===== config.mk =====
export PLATFORM = sky130hd
export DESIGN_NAME = length_prefixed_payload_deframer_core_flat
export DESIGN_NICKNAME = d
export VERILOG_FILES = /design/src/lpd_pkg.sv /design/src/lpd_in_if.sv /design/src/lpd_out_if.sv /design/src/length_prefixed_payload_deframer_core.sv /design/src/lpd_rbuf.sv /design/src/flat_wrapper.sv
export SDC_FILE = /design/constraint.sdc
export NUM_CORES = 1
export LEC_CHECK = 0
export BUFFER_PORTS_ARGS = -buffer_cell sky130_fd_sc_hd__buf_4
export CAP_MARGIN = 0
export CORE_ASPECT_RATIO = 0.8
export CORE_MARGIN = 2
export CORE_UTILIZATION = 60
export DETAILED_ROUTE_END_ITERATION = 7
export HOLD_SLACK_MARGIN = 0.12
export PLACE_DENSITY_LB_ADDON = 0.3
export SYNTH_ARGS = -nofsm -noshare
export SYNTH_HDL_FRONTEND = slang
export SYNTH_SLANG_ARGS = --single-unit
export TNS_END_PERCENT = 20

===== constraint.sdc =====
create_clock -name clk_i -period 8.3 [get_ports clk_i]
set_clock_uncertainty 0.1 [all_clocks]
set_input_delay 1.66 -clock clk_i [delete_from_list [all_inputs] [get_ports clk_i]]
set_output_delay 1.66 -clock clk_i [all_outputs]
set_load 0.05 [all_outputs]

===== src/lpd_pkg.sv =====
// lpd_pkg: shared types and constants of the length-prefixed payload deframer
// depends on nothing
`timescale 1ns / 1ps
`default_nettype none
package lpd_pkg;

  typedef enum logic [1:0] {
    PH_LEN  = 2'd0,
    PH_TYPE = 2'd1,
    PH_DATA = 2'd2,
    PH_DROP = 2'd3
  } phase_e;

  typedef enum logic [1:0] {
    KIND_DATA = 2'd0,
    KIND_BARE = 2'd1,
    KIND_DONE = 2'd2,
    KIND_ERR  = 2'd3
  } kind_e;

  typedef enum logic [2:0] {
    ERR_NONE     = 3'd0,
    ERR_EMPTY    = 3'd1,
    ERR_LEADZERO = 3'd2,
    ERR_BADCHAR  = 3'd3,
    ERR_TOOLONG  = 3'd4,
    ERR_TRUNC    = 3'd5,
    ERR_BADTYPE  = 3'd6,
    ERR_DANGLING = 3'd7
  } err_e;

  localparam logic [7:0] CHAR_NUL   = 8'h00;
  localparam logic [7:0] CHAR_ZERO  = 8'h30;
  localparam logic [7:0] CHAR_SIX   = 8'h36;
  localparam logic [7:0] CHAR_NINE  = 8'h39;
  localparam logic [7:0] CHAR_COLON = 8'h3A;

  localparam int RBUF_DEPTH = 4;
  localparam int RBUF_PTR_W = $clog2(RBUF_DEPTH);
  localparam int RBUF_CNT_W = $clog2(RBUF_DEPTH + 1);

  typedef struct packed {
    kind_e       kind;
    logic [2:0]  ptype;
    logic [7:0]  data;
    logic        first;
    logic        packet_end;
    err_e        error;
    logic        last;
  } result_t;

  typedef struct packed {
    logic [1:0] cnt;
    result_t    res0;
    result_t    res1;
  } push_t;

endpackage
`default_nettype wire


===== src/lpd_in_if.sv =====
// lpd_in_if: input word channel, one encoded byte plus final flag
// depends on nothing
`timescale 1ns / 1ps
`default_nettype none
interface lpd_in_if;
  logic       valid;
  logic       ready;
  logic [7:0] in_byte;
  logic       in_final;

  modport source (output valid, output in_byte, output in_final, input ready);
  modport sink (input valid, input in_byte, input in_final, output ready);
endinterface
`default_nettype wire


===== src/lpd_out_if.sv =====
// lpd_out_if: result word channel of the deframer
// depends on nothing
`timescale 1ns / 1ps
`default_nettype none
interface lpd_out_if;
  logic       valid;
  logic       ready;
  logic [1:0] out_kind;
  logic [2:0] out_type;
  logic [7:0] out_data;
  logic       out_first;
  logic       out_packet_end;
  logic [2:0] out_error;
  logic       out_last;

  modport source (output valid, output out_kind, output out_type, output out_data,
                  output out_first, output out_packet_end, output out_error,
                  output out_last, input ready);
  modport sink (input valid, input out_kind, input out_type, input out_data,
                input out_first, input out_packet_end, input out_error,
                input out_last, output ready);
endinterface
`default_nettype wire


===== src/length_prefixed_payload_deframer_core.sv =====
// length_prefixed_payload_deframer_core: top level, parser state and step logic
// depends on lpd_pkg, lpd_in_if, lpd_out_if and lpd_rbuf
`timescale 1ns / 1ps
`default_nettype none
// Decodes a byte stream of <decimal length>:<message> records, one byte per
// clock while the result buffer has room. The parser state is updated in the
// cycle a byte is accepted and its results (at most two words, a second one
// only on the final byte) go into a four-entry result buffer that drives the
// output channel. Input ready is high while the buffer holds two words or
// fewer, so with the output taking a word every cycle the block sustains one
// byte per cycle; a final byte that yields two words puts one extra word on
// the output. Results are registered into the buffer as the byte is accepted and leave it in order.
module length_prefixed_payload_deframer_core #(
  parameter int MAX_DIGITS = 8
) (
  input  wire         clk_i,
  input  wire         rst_ni,
  lpd_in_if.sink      in_i,
  lpd_out_if.source   out_o
);

  localparam int LenW = $clog2(10 ** MAX_DIGITS);
  localparam int CntW = $clog2(MAX_DIGITS + 1);
  localparam int MulW = LenW + 4;

  lpd_pkg::phase_e   phase_q, phase_d;
  logic [LenW-1:0]   acc_q, acc_d, left_q, left_d, left_dec;
  logic [CntW-1:0]   cnt_q, cnt_d;
  logic [2:0]        type_q, type_d;
  logic              first_q, first_d;

  logic              accept, space;
  logic [7:0]        b;
  logic              is_digit;
  logic [MulW-1:0]   acc_ext, acc_mul;
  lpd_pkg::err_e     err;
  logic              step_v, fin_v;
  lpd_pkg::result_t  step_r, fin_r;
  lpd_pkg::push_t    push;

  assign accept   = in_i.valid && in_i.ready;
  assign in_i.ready = space;
  assign b        = in_i.in_byte;
  assign is_digit = (b >= lpd_pkg::CHAR_ZERO) && (b <= lpd_pkg::CHAR_NINE);
  assign left_dec = left_q - LenW'(1);
  assign acc_ext  = MulW'(acc_q);
  assign acc_mul  = (acc_ext << 3) + (acc_ext << 1) + MulW'(b[3:0]);

  always_comb begin
    phase_d = phase_q;
    acc_d   = acc_q;
    cnt_d   = cnt_q;
    left_d  = left_q;
    type_d  = type_q;
    first_d = first_q;
    err     = lpd_pkg::ERR_NONE;
    step_v  = 1'b0;
    step_r  = '0;
    fin_v   = 1'b0;
    fin_r   = '0;
    if (accept) begin
      unique case (phase_q)
        lpd_pkg::PH_LEN: begin
          priority if (b == lpd_pkg::CHAR_COLON) begin
            priority if (cnt_q == '0) begin
              err = lpd_pkg::ERR_EMPTY;
            end else if (acc_q == '0) begin
              cnt_d = '0;
            end else begin
              left_d  = acc_q;
              acc_d   = '0;
              cnt_d   = '0;
              phase_d = lpd_pkg::PH_TYPE;
            end
          end else if (is_digit) begin
            priority if (cnt_q == CntW'(1) && acc_q == '0) begin
              err = lpd_pkg::ERR_LEADZERO;
            end else if (cnt_q >= CntW'(MAX_DIGITS)) begin
              err = lpd_pkg::ERR_TOOLONG;
            end else begin
              acc_d = acc_mul[LenW-1:0];
              cnt_d = cnt_q + CntW'(1);
            end
          end else begin
            err = lpd_pkg::ERR_BADCHAR;
          end
        end
        lpd_pkg::PH_TYPE: begin
          priority if (b == lpd_pkg::CHAR_NUL) begin
            err = lpd_pkg::ERR_BADCHAR;
          end else if (b >= lpd_pkg::CHAR_ZERO && b <= lpd_pkg::CHAR_SIX) begin
            type_d = b[2:0];
            left_d = left_dec;
            if (left_dec == '0) begin
              step_v            = 1'b1;
              step_r.kind       = lpd_pkg::KIND_BARE;
              step_r.ptype      = b[2:0];
              step_r.packet_end = 1'b1;
              phase_d           = lpd_pkg::PH_LEN;
            end else begin
              first_d = 1'b1;
              phase_d = lpd_pkg::PH_DATA;
            end
          end else begin
            err = lpd_pkg::ERR_BADTYPE;
          end
        end
        lpd_pkg::PH_DATA: begin
          if (b == lpd_pkg::CHAR_NUL) begin
            err = lpd_pkg::ERR_BADCHAR;
          end else begin
            step_v            = 1'b1;
            step_r.kind       = lpd_pkg::KIND_DATA;
            step_r.ptype      = type_q;
            step_r.data       = b;
            step_r.first      = first_q;
            step_r.packet_end = left_q == LenW'(1);
            first_d           = 1'b0;
            left_d            = left_dec;
            if (left_dec == '0) begin
              phase_d = lpd_pkg::PH_LEN;
            end
          end
        end
        lpd_pkg::PH_DROP: begin
        end
        default: begin
        end
      endcase

      if (err != lpd_pkg::ERR_NONE) begin
        step_v       = 1'b1;
        step_r       = '0;
        step_r.kind  = lpd_pkg::KIND_ERR;
        step_r.error = err;
        phase_d      = lpd_pkg::PH_DROP;
      end else if (in_i.in_final && phase_d != lpd_pkg::PH_DROP) begin
        fin_v = 1'b1;
        priority if (phase_d == lpd_pkg::PH_TYPE || phase_d == lpd_pkg::PH_DATA) begin
          fin_r.kind  = lpd_pkg::KIND_ERR;
          fin_r.error = lpd_pkg::ERR_TRUNC;
        end else if (cnt_d != '0) begin
          fin_r.kind  = lpd_pkg::KIND_ERR;
          fin_r.error = lpd_pkg::ERR_DANGLING;
        end else begin
          fin_r.kind = lpd_pkg::KIND_DONE;
        end
      end

      if (in_i.in_final) begin
        phase_d = lpd_pkg::PH_LEN;
        acc_d   = '0;
        cnt_d   = '0;
        left_d  = '0;
        type_d  = '0;
        first_d = 1'b0;
      end
    end
  end

  always_comb begin
    push.cnt       = {1'b0, step_v} + {1'b0, fin_v};
    push.res0      = step_v ? step_r : fin_r;
    push.res0.last = !(step_v && fin_v);
    push.res1      = fin_r;
    push.res1.last = 1'b1;
  end

  always_ff @(posedge clk_i or negedge rst_ni) begin
    if (!rst_ni) begin
      phase_q <= lpd_pkg::PH_LEN;
      acc_q   <= '0;
      cnt_q   <= '0;
      left_q  <= '0;
      type_q  <= '0;
      first_q <= 1'b0;
    end else begin
      phase_q <= phase_d;
      acc_q   <= acc_d;
      cnt_q   <= cnt_d;
      left_q  <= left_d;
      type_q  <= type_d;
      first_q <= first_d;
    end
  end

  lpd_rbuf u_rbuf (
    .clk_i   (clk_i),
    .rst_ni  (rst_ni),
    .push_i  (push),
    .space_o (space),
    .out_o   (out_o)
  );

`ifndef SYNTHESIS
  a_final_clears: assert property (@(posedge clk_i) disable iff (!rst_ni)
    (accept && in_i.in_final) |=> (phase_q == lpd_pkg::PH_LEN && cnt_q == '0
                                   && acc_q == '0 && left_q == '0))
    else $error("state not cleared after final byte");
  a_msg_has_bytes: assert property (@(posedge clk_i) disable iff (!rst_ni)
    (phase_q == lpd_pkg::PH_TYPE || phase_q == lpd_pkg::PH_DATA) |-> (left_q != '0))
    else $error("message phase with no bytes left");
  a_len_digits: assert property (@(posedge clk_i) disable iff (!rst_ni)
    cnt_q <= CntW'(MAX_DIGITS))
    else $error("digit count beyond limit");
`endif

endmodule
`default_nettype wire


===== src/lpd_rbuf.sv =====
// lpd_rbuf: result buffer, takes up to two result words per cycle, emits one
// while the output is ready; depends on lpd_pkg and lpd_out_if
`timescale 1ns / 1ps
`default_nettype none
module lpd_rbuf (
  input  wire             clk_i,
  input  wire             rst_ni,
  input  lpd_pkg::push_t  push_i,
  output logic            space_o,
  lpd_out_if.source       out_o
);

  lpd_pkg::result_t                  mem_q [lpd_pkg::RBUF_DEPTH];
  logic [lpd_pkg::RBUF_PTR_W-1:0]    wptr_q, wptr_d, rptr_q, rptr_d;
  logic [lpd_pkg::RBUF_CNT_W-1:0]    cnt_q, cnt_d;
  logic                              pop;
  logic [lpd_pkg::RBUF_PTR_W-1:0]    wptr_nx;
  lpd_pkg::result_t                  head;

  assign pop     = out_o.valid && out_o.ready;
  assign wptr_nx = wptr_q + lpd_pkg::RBUF_PTR_W'(1);
  assign space_o = cnt_q <= lpd_pkg::RBUF_CNT_W'(lpd_pkg::RBUF_DEPTH - 2);

  always_comb begin
    wptr_d = wptr_q + lpd_pkg::RBUF_PTR_W'(push_i.cnt);
    rptr_d = rptr_q + lpd_pkg::RBUF_PTR_W'(pop);
    cnt_d  = cnt_q + lpd_pkg::RBUF_CNT_W'(push_i.cnt) - lpd_pkg::RBUF_CNT_W'(pop);
  end

  always_ff @(posedge clk_i or negedge rst_ni) begin
    if (!rst_ni) begin
      wptr_q <= '0;
      rptr_q <= '0;
      cnt_q  <= '0;
    end else begin
      wptr_q <= wptr_d;
      rptr_q <= rptr_d;
      cnt_q  <= cnt_d;
    end
  end

  always_ff @(posedge clk_i) begin
    if (push_i.cnt != 2'd0) begin
      mem_q[wptr_q] <= push_i.res0;
    end
    if (push_i.cnt == 2'd2) begin
      mem_q[wptr_nx] <= push_i.res1;
    end
  end

  assign head                 = mem_q[rptr_q];
  assign out_o.valid          = cnt_q != '0;
  assign out_o.out_kind       = head.kind;
  assign out_o.out_type       = head.ptype;
  assign out_o.out_data       = head.data;
  assign out_o.out_first      = head.first;
  assign out_o.out_packet_end = head.packet_end;
  assign out_o.out_error      = head.error;
  assign out_o.out_last       = head.last;

`ifndef SYNTHESIS
  a_push_fits: assert property (@(posedge clk_i) disable iff (!rst_ni)
    (push_i.cnt != 2'd0) |-> space_o)
    else $error("result push without room");
  a_cnt_bound: assert property (@(posedge clk_i) disable iff (!rst_ni)
    cnt_q <= lpd_pkg::RBUF_CNT_W'(lpd_pkg::RBUF_DEPTH))
    else $error("result buffer overflow");
  a_pop_only: assert property (@(posedge clk_i) disable iff (!rst_ni)
    (pop && push_i.cnt == 2'd0) |=>
      (cnt_q == $past(cnt_q) - lpd_pkg::RBUF_CNT_W'(1)))
    else $error("count not decremented on pop");
`endif

endmodule
`default_nettype wire


===== src/flat_wrapper.sv =====
// flat-port wrapper written by rule: the top's interface ports become plain ports
module length_prefixed_payload_deframer_core_flat 
#(
  parameter int MAX_DIGITS = 8
)
  (clk_i, rst_ni, in_i_valid, in_i_in_byte, in_i_in_final, in_i_ready, out_o_valid, out_o_out_kind, out_o_out_type, out_o_out_data, out_o_out_first, out_o_out_packet_end, out_o_out_error, out_o_out_last, out_o_ready);
  lpd_in_if in_i_i ();
  lpd_out_if out_o_i ();
  input  wire clk_i;
  input  wire rst_ni;
  input wire logic [$bits(in_i_i.valid)-1:0] in_i_valid;
  input wire logic [$bits(in_i_i.in_byte)-1:0] in_i_in_byte;
  input wire logic [$bits(in_i_i.in_final)-1:0] in_i_in_final;
  output wire logic [$bits(in_i_i.ready)-1:0] in_i_ready;
  output wire logic [$bits(out_o_i.valid)-1:0] out_o_valid;
  output wire logic [$bits(out_o_i.out_kind)-1:0] out_o_out_kind;
  output wire logic [$bits(out_o_i.out_type)-1:0] out_o_out_type;
  output wire logic [$bits(out_o_i.out_data)-1:0] out_o_out_data;
  output wire logic [$bits(out_o_i.out_first)-1:0] out_o_out_first;
  output wire logic [$bits(out_o_i.out_packet_end)-1:0] out_o_out_packet_end;
  output wire logic [$bits(out_o_i.out_error)-1:0] out_o_out_error;
  output wire logic [$bits(out_o_i.out_last)-1:0] out_o_out_last;
  input wire logic [$bits(out_o_i.ready)-1:0] out_o_ready;
  assign in_i_i.valid = in_i_valid;
  assign in_i_i.in_byte = in_i_in_byte;
  assign in_i_i.in_final = in_i_in_final;
  assign in_i_ready = in_i_i.ready;
  assign out_o_valid = out_o_i.valid;
  assign out_o_out_kind = out_o_i.out_kind;
  assign out_o_out_type = out_o_i.out_type;
  assign out_o_out_data = out_o_i.out_data;
  assign out_o_out_first = out_o_i.out_first;
  assign out_o_out_packet_end = out_o_i.out_packet_end;
  assign out_o_out_error = out_o_i.out_error;
  assign out_o_out_last = out_o_i.out_last;
  assign out_o_i.ready = out_o_ready;
  length_prefixed_payload_deframer_core #(.MAX_DIGITS(MAX_DIGITS)) u_core (.clk_i(clk_i), .rst_ni(rst_ni), .in_i(in_i_i), .out_o(out_o_i));
endmodule

==> results by group <==
Timing
  • Final period utilization: just over 80%
  • Hold slack: between 300 and 400 ps
  • Final number of setup-violating endpoints: 0
  • Setup_tns: 0 ps
  • Min Clock Period, post-route: ~6800 ps
  • RSZ-0062 raised after global routing: false
  • Fmax: 147 MHz
  • Final slew viol count: 0
  • Final Hold Vio Count: 0
  • Worst-Margin Slew: roughly 1200 ps
  • Max_slew headroom: between 20% and 30%

Global routing
  • GRT Overall Usage: between 30% and 40%
  • First-pass GRT wire length: between 40000 and 50000 um
  • Initial antenna violation count: 0
  • Largest net degree at the start of global routing: 72
  • Vias in the first global route: just under 8000
  • GR Overflow Total: 0

CTS
  • Clock Pin Slew Worst Setup and Hold Paths: around 70 ps
  • Clock latency on the worst-skew pair: between 400 and 500 ps
  • Max clock buf depth: 2
  • Setup Buffers After CTS: 0
  • CTS tree: yes
  • Clock Sinks: 147
  • Hold_buf cts: 0
  • Resized Gates After CTS: 0
  • H-tree levels: 4
  • Root Buffer: clkbuf_16
  • CTS Buf Count: 17

Critical path
  • Crit-path max FO: 14
  • WP data arrival: slightly below 7000 ps
  • Crit-path max cell delay: ~790 ps
  • Buf+Inv Stages, Crit Path: 3
  • Crit. End Element: register
  • Critical path's top delay family: simple AND/OR/NAND/NOR gates
  • Crit Path Category: reg2reg
  • R2r endpoint: u_core.u_rbuf.mem_q[1][2]
  • Reg2Reg Setup Slack: 1500 ps
  • Critical-path cell list: nor4_2 -> nand4_1 -> nor3_1 -> xor2_1 -> or4b_1 -> or3_4 -> a21oi_1 -> a21oi_1 -> ha_1 -> nor2b_1 -> nand2_1 -> inv_1 -> ha_1 -> inv_1 -> nor3_1 -> nor2_1 -> inv_1
  • Crit path required time: roughly 8300 ps
  • Startpoint Class: register
  • Most common cell on crit path: inv_1
  • Slowest cell on the critical path: nor4_2
  • R2r startpoint: u_core.left_q[4]
  • R2R depth: 17

Synthesis
  • Top FF cell, synth: dfrtp_1
  • Xor/xnor share of the synthesized area: about 2.9%
  • Yosys reg bits: approximately 150
  • Post-synth top area cell: dfrtp_1
  • Post-Synthesis Net Count: approximately 1100
  • Number of synthesized flops with an enable pin: 20
  • Mapped Cells: about 1000
  • YS warnings: 0
  • Cell Area, Synth: between 9000 and 10000 um2
  • Compound-cell area share of the yosys netlist: 21.8%
  • Post-synthesis sequential area ratio: approximately 38%
  • Yosys top cell area share: 19.2%
  • Synthesized area per cell: a little over 9 um2
  • Mux contribution to synthesized area: 5.41%
  • Yosys cell types: 72
  • Largest family of logic cells by synthesized area: compound AO/OA/AOI/OAI gates
  • Area contributors post-synth: dfrtp_1 19%, dfxtp_1 12%, ha_1 8.9%, o21ai_0 6.6%, edfxtp_1 6.5%
  • Post-synth ARST share: 48.3%
  • Simple-Gate Fraction of Synth Area: a little under a fifth
  • Post-synthesis adder-cell area fraction: approximately a tenth

Placed design
  • Port Buffer Count: 33
  • Post-Place Cells: roughly 1200
  • Placed cell areas: between 9000 and 10000 um2
  • GP Congestion: between 0.9 and 1
  • DP HPWL: approximately 17000 um

Cells and area
  • Ant diodes: 0
  • Syn-to-layout area delta: 10.4%
  • Final nets: around 1100
  • Share of cells above drive strength 1: around 11%
  • Final Cell Area: 10200 um2
  • Finished Layout Cells: 1229

Floorplan
  • Core Area: ~15000 um2
  • Row cnt: 40
  • Die Area: approximately 16000 um2
  • Ports: 34
  • Die Span X: 143 um
  • Die Y-Extent: ~110 um
  • Initial Util: between 60% and 70%

Worst hold path
  • Hold Startpoint: u_core.u_rbuf.mem_q[1][16]
  • HP Class: reg2reg
  • Hold path cells: 2
  • Worst Hold Endpoint: u_core.u_rbuf.mem_q[1][16]

Detailed routing
  • Avg WL per Cell: about 20 um
  • Detailed Route Iter0 Violations: roughly 880
  • DR vias/cell: between 6 and 7
  • Drt total wl: 24600 um
  • ANT nets after route: 0
  • DR pass1 iterations: 7
  • # DRC: 0
  • Vias: approximately 8200

Power
  • P per Cell Area: ~340 nW/um2
  • Overall power: between 3 and 4 mW
  • Max VDD drop: 0.275 mV
  • Static Leak: 4.49 nW

Outcome
  • Status: finished clean

Flow run
  • Max-Cap Viols: 0
==> how the worst max path moves through the flow <==
stage / from / endpoint / slack (ps) / cells past startpoint
final: u_core.left_q[4] / u_core.u_rbuf.mem_q[1][2] / 1500 / 17
after global routing: u_core.left_q[4] / u_core.u_rbuf.mem_q[1][2] / 1140 / 17
after CTS: u_core.left_q[4] / u_core.u_rbuf.mem_q[1][2] / 1790 / 17
after detailed placement: u_core.left_q[4] / u_core.u_rbuf.mem_q[1][2] / 1830 / 17
after global placement: u_core.left_q[4] / u_core.u_rbuf.mem_q[1][2] / 1850 / 17
after floorplan: u_core.left_q[0] / u_core.u_rbuf.cnt_q[2] / 2530 / 23
==> state kept, by name (all words and copies together), names as in the netlist, 3 cells and up <==
register	cells
u_core.acc_q	27
u_core.cnt_q	4
u_core.type_q	3
u_core.u_rbuf.cnt_q	3
u_core.left_q	27
u_core.u_rbuf.mem_q	76
==> synth_stat cells (3+ instances only) <==
library cell,n
xnor2_1,14
a211oi_1,6
nand2b_1,11
and3_1,12
edfxtp_1,20
mux4_2,19
nor4_1,20
ha_1,66
a21o_1,10
dfxtp_1,56
inv_1,33
nor2_1,89
a32o_1,7
fa_1,3
dfrtp_1,71
a22o_1,38
or3_1,10
o21ai_0,122
or4_1,6
o21bai_1,3
or2_2,4
nand2_1,96
or3b_2,3
o31ai_1,9
a2bb2oi_1,5
o22ai_1,6
nor4_2,4
and2_1,8
a31oi_1,9
nor4b_1,5
nand4_1,11
nor3b_1,7
nor3_1,29
a22oi_1,8
a21oi_1,67
nand3_1,13
xor2_1,17
mux2i_1,6
clkbuf_1,48
==> cell type report <==
cell class,count,area (um2)
Tap cell,189,236
Sequential cell,147,3500
Inverter,34,128
Timing Repair Buffer,41,308
Fill cell,1183,4830
Clock inverter,15,185
Multi-Input combinational cell,786,5410
Clock buffer,17,425
==> power breakdown <==
group          total (mW)  internal [mW]  switching, mW  leakage (nW)
Combinational        1.57          0.552           1.01          2.59
Sequential           1.06          0.862          0.202          1.60
Clock               0.793          0.434          0.359         0.301
==> stage by stage <==
| stage | setup slack (ps) | utilization, % |
|---|---|---|
| 2_1_floorplan | 2530 | - |
| 3_3_place_gp | 1850 | 63.8 |
| 3_5_place_dp | 1830 | 63.8 |
| 4_1_cts | 1790 | 67.9 |
| 5_1_grt | 1140 | 67.9 |
| 6_report | 1500 | 67.9 |
==> layer usage <==
metal  track usage (%)  vias up  part of all wire (%)
met5                 0        -                     0
met4              7.85        0                   1.4
met3              6.87       40                   9.5
met2              44.2      430                    42
met1              48.8     3943                    47
li1                  -     3825                     -
==> cell usage in the layout, fill, tap and decap left out, types with 7 or more instances in the layout <==
cell type  count
ha_1          66
inv_1         33
xnor2_1       14
dfxtp_1       56
and3_1        12
nand4_1       11
buf_4         41
a21o_1        10
or3_1         10
nor2_1        89
o21ai_0      122
o31ai_1        9
nand3_1       13
edfxtp_1      20
mux4_2        19
nor3b_1        7
nand2b_1      11
a31oi_1        9
nor3_1        29
and2_1         8
a22o_1        38
a21oi_1       67
a32o_1         7
xor2_1        17
nand2_1       96
a22oi_1        8
dfrtp_1       71
clkbuf_16     17
nor4_1        20
==> worst reg2reg max path, cell delays in order (launching register included) <==
cell and delay [ps]:
dfrtp_1 480, nor4_2 790, nand4_1 510, nor3_1 490, xor2_1 230, or4b_1 560, or3_4 420, a21oi_1 200
a21oi_1 140, ha_1 230, nor2b_1 240, nand2_1 170, inv_1 120, ha_1 390, inv_1 150, nor3_1 500
nor2_1 400, inv_1 350
==> cells by family after synthesis <==
kind of cell	after synthesis
AO/OA/AOI/OAI	318
XOR/XNOR	31
multiplexers	26
adder cells (fa/ha/maj)	69
buffers and inverters	86
AND/OR/NAND/NOR	342
flip-flops	147
Note: power is estimated with default switching activity, not from simulation.
